`src/rtl/rwm_ram.sv`:
```
`timescale 1ns / 1ps
// ----------------------------------------------------------------------------
// rwm_ram
// Generic single-write, single-read RAM with registered read data.
// ----------------------------------------------------------------------------
module rwm_ram #(
   parameter int WIDTH = 8,
   parameter int DEPTH = 16
) (
   input  logic                     clock,
   input  logic                     wr_en,
   input  logic [$clog2(DEPTH)-1:0] wr_addr,
   input  logic [WIDTH-1:0]         wr_data,
   input  logic                     rd_en,
   input  logic [$clog2(DEPTH)-1:0] rd_addr,
   output logic [WIDTH-1:0]         rd_data
);

   logic [WIDTH-1:0] mem_ff [DEPTH];
   logic [WIDTH-1:0] rd_data_ff;

   always_ff @(posedge clock) begin
      if (wr_en) begin
         mem_ff[wr_addr] <= wr_data;
      end
      if (rd_en) begin
         rd_data_ff <= mem_ff[rd_addr];
      end
   end

   assign rd_data = rd_data_ff;

endmodule

```
`config.mk`:
```
export PLATFORM = sky130hd
export DESIGN_NAME = rwm_ram
export DESIGN_NICKNAME = d
export VERILOG_FILES = /design/src/rtl/rwm_ram.sv
export SDC_FILE = /design/constraint.sdc
export NUM_CORES = 1
export LEC_CHECK = 0
export ABC_AREA = 0
export BUFFER_PORTS_ARGS = -buffer_cell sky130_fd_sc_hd__buf_2
export CAP_MARGIN = 20
export CORE_MARGIN = 1.5
export CORE_UTILIZATION = 54
export CTS_BUF_LIST = sky130_fd_sc_hd__clkbuf_16
export CTS_CLUSTER_SIZE = 12
export DETAILED_ROUTE_END_ITERATION = 7
export PLACE_DENSITY = 0.79
export REMOVE_ABC_BUFFERS = 1
export SYNTH_ARGS = -nofsm -noshare
export SYNTH_HDL_FRONTEND = slang
export SYNTH_SLANG_ARGS = --single-unit
```
`constraint.sdc`:
```
create_clock -name clock -period 1.7 [get_ports clock]
set_input_delay 0.255 -clock clock [delete_from_list [all_inputs] [get_ports clock]]
set_output_delay 0.255 -clock clock [all_outputs]
set_load 0.02 [all_outputs]
```
Word level (Yosys, flattened, before mapping):

Memory sizes are Yosys's and may differ from the RTL's. A register that Yosys moved wholly into a read port is not among the register bits.
Cells that the tools add are included.

* bits in registers: 0
* bits in latches: 0
* RAM bits: 128
* bits in read-only memories: 0
* bits of input ports: 19
* output and inout port bits: 8
* word-level logic and storage cells: 3
* memories kept: 1

Memory list
* mem_ff: words 16, width 8, read ports 1, clocked after Yosys merged registers in 1, wr ports 1, RTL line 19 `logic [WIDTH-1:0] mem_ff [DEPTH];`

* add/sub/neg operators: 0
* multipliers: 0
* divide/modulo/power cells: 0
* order comparisons: 0
* eq/ne operators: 0
* shift-type cells: 0
* mux-type cells: 2
* bitwise operators: 0
* reduce and logical (&&, ||, !) cells: 0

Operators with widths (count)
* 2-to-1 mux 1 bit: 2

Depth between registers and ports, before layout:

* depth in word-level cells: 2
* gate-level depth with buffers: 5
* mapped depth without buffers: 3

Worst setup path after synthesis:

OpenSTA, ideal clock, no wires.

* path kind: input port to flip-flop
* from: in wr_addr[2]
* to: mem mem_ff[0][0] (enable)
* setup time: 0.383 ns
* arrival time: 1.365 ns
* required time: 1.317 ns
* setup slack: -0.048 ns
* stages on the path: 2
* path buffers: 0
* path through: or3b_2 > nor3_1

RTL lines
* from (decl): RTL line 12 `input logic [$clog2(DEPTH)-1:0] wr_addr,`
* to (decl): RTL line 19

No word-level cell before the write port.

==> impl_metrics.json <==
{
  "r2r_cells": 3,
  "max-slew-margin-rel_pct": 73.2,
  "tightest_slew_ps": 402,
  "most-common-layout-cells": "edfxtp_1 (136), buf_2 (26), buf_4 (21)",
  "clockBufferDepth": 2,
  "critPathArrivalTime_ps": 1740,
  "cap_viol_max_count": 0,
  "critPathTopFamily": "multiplexers",
  "place_area_um2": 5650,
  "drc_errors": 2,
  "grt_start_max_net_pins": 20,
  "yosysSeqAreaShare_pct": 78.1,
  "grt_pass1_vias": 2619,
  "num_vias": 2549,
  "final_cell_area_um2": 6190,
  "rr_startpoint": "mem_ff[0][2]$_DFFE_PP_",
  "dp_hpwl_um": 6270,
  "ant_nets": 0,
  "syn_to_final_growth_pct": 18.5,
  "p_per_area_nw_per_um2": 1220,
  "die_x_um": 101,
  "grt_use_total_pct": 22.1,
  "n_fill_cell": 597,
  "cp_max_fo": 1,
  "cts_resized": 0,
  "ir_drop_uv": 807,
  "path_cells": "mux4_1 -> a22oi_1 -> nand2_1",
  "drt_pass1_iterations": 6,
  "syn_avg_cell_area_um2": 22.8,
  "numCtsBuffers": 17,
  "grt_overflow": 0,
  "cp-start-kind": "flip-flop",
  "start_util_pct": 56.0,
  "grt_pass1_wl_um": 15100,
  "vias_per_cell": 5.93,
  "clkTransAtPathRegs_ps": 50,
  "yosysUniqueCellTypes": 18,
  "timing.rr.end": "rd_data[2]$_DFFE_PP_",
  "routabilityCongestion": 0.740,
  "cts-root-buf": "clkbuf_16",
  "ys_ff_latch": 136,
  "synth.cell_area_um2": 5230,
  "port_buffers": 26,
  "ys_warn_count": 0,
  "die_area_um2": 10300,
  "violations": "design-rule violations",
  "drt_iter0_markers": 255,
  "wl_per_cell_um": 23.9,
  "crit_end": "rd_data[2]$_DFFE_PP_",
  "antenna_found_initial": 0,
  "p_leak_nw": 2.13,
  "nNetsFinal": 307,
  "path_buf_inv": 0,
  "final_common_cell": "edfxtp_1",
  "routed_wl_um": 10300,
  "fin_crit_ps": 1590,
  "core-area_um2": 9330,
  "slew_viol_final": 0,
  "status": "finished, violations left",
  "clock-sinks": 136,
  "synthCells": 229,
  "rsz0062_at_grt": "no",
  "r2r_setup_slack_ps": 110,
  "worst_ep_required_time_ps": 1850,
  "fmax_mhz": 630,
  "finalClockSkew_ps": 5.02,
  "clk_latency_ps": 410,
  "critPathKind": "reg2reg",
  "hold_viol_final": 0,
  "diodes": 0,
  "drive_gt1_share_pct": 31.2,
  "setup_viol": 0,
  "io_pins": 27,
  "row_count": 35,
  "cts_tree": "built",
  "dieHeight_um": 101,
  "max_stage_delay_ps": 520,
  "timing.final.crit_share_pct": 93.4,
  "cts_hold_buf": 0,
  "end_kind": "flip-flop",
  "cts_max_level": 4,
  "crit_start": "mem_ff[0][2]$_DFFE_PP_",
  "fin_util_pct": 66.4,
  "cts_setup_buffers": 0,
  "worstHoldPathType": "in2reg",
  "cp_num_cells": 3,
  "cpMaxStageDelayCell": "mux4_1"
}
-- worst register-to-register path: cells and delay by family (launching register included) --
kind	cells	cell delay [ps]
simple gates	1	90
mux	1	520
flops	1	380
compound gates	1	350
-- synthesized netlist by cell type --
| library cell | number | share of area, % |
|---|---|---|
| nand3_1 | 1 | 0.096 |
| nor3_1 | 4 | 0.38 |
| buf_6 | 3 | 0.65 |
| or3b_2 | 1 | 0.17 |
| nor2_1 | 13 | 0.93 |
| and2_1 | 1 | 0.12 |
| nand2_1 | 9 | 0.65 |
| buf_2 | 3 | 0.29 |
| a22oi_1 | 16 | 2.3 |
| nand2b_1 | 2 | 0.24 |
| edfxtp_1 | 136 | 78 |
| clkdlybuf4s25_2 | 3 | 0.57 |
| mux4_1 | 14 | 7.0 |
| and2b_1 | 1 | 0.14 |
| buf_4 | 1 | 0.14 |
| nand3b_1 | 2 | 0.29 |
| mux4_2 | 18 | 7.8 |
| nor2b_1 | 1 | 0.12 |
-- layer usage --
layer  GRT usage, %  routed length (um)
met4           10.3                 312
met1           29.2                4070
met5              0                   0
met2           33.8                4980
met3           7.59                 933
-- worst min-delay path by stage --
stage                                   to  depth (start not counted)        from
floorplan           mem_ff[0][0]$_DFFE_PP_                          0  wr_data[0]
global placement    mem_ff[2][7]$_DFFE_PP_                          1  wr_data[7]
detailed placement    rd_data[2]$_DFFE_PP_                          1       rd_en
CTS                   rd_data[0]$_DFFE_PP_                          1       rd_en
global route          rd_data[0]$_DFFE_PP_                          1       rd_en
finish              mem_ff[7][1]$_DFFE_PP_                          1  wr_data[1]
-- through the flow --
| stage | instances | setup TNS [ps] | hold slack (ps) | power (mW) | worst slack (ps) |
|---|---|---|---|---|---|
| 6_report | 430 | 0 | 226 | 7.54 | 112 |
| 5_1_grt | 430 | 0 | 220 | 7.75 | 75.2 |
| 4_1_cts | 430 | 0 | 212 | 7.58 | 175 |
| 3_5_place_dp | 398 | -657 | 639 | 4.24 | -129 |
| 3_3_place_gp | 398 | -435 | 629 | 4.23 | -125 |
| 2_1_floorplan | 219 | -383 | 354 | 4.03 | -47.9 |
-- registers in the layout (all words and copies together), names as in the netlist --
name / count
mem_ff: 128
rd_data: 8
-- logic make-up (layout without fill, tap and decap cells) --
kind of cell	Yosys count	in the layout	share of synthesized area, %
flops	136	136	78.1
simple gates	35	35	3.14
mux	32	32	14.8
compound gates	16	16	2.30
buf+inv	10	82	1.65
-- power by group --
part | internal (mW) | leakage (nW) | total [mW] | switching, mW
logic | 0.158 | 0.613 | 0.376 | 0.219
registers | 3.78 | 1.24 | 3.80 | 0.0201
clock network | 2.10 | 0.276 | 3.36 | 1.26
total | 6.04 | 2.13 | 7.54 | 1.50
-- layout make-up --
| class | instances | area [um^2] | area share (%) |
|---|---|---|---|
| multi-input cells | 83 | 1060 | 17.1 |
| repair buffers | 50 | 348 | 5.62 |
| clock buffers | 17 | 425 | 6.87 |
| clock inverters | 15 | 119 | 1.92 |
| flip-flops and latches | 136 | 4080 | 65.9 |
| well taps | 129 | 161 | 2.61 |
No activity file was read; power rests on OpenSTA's default activity.
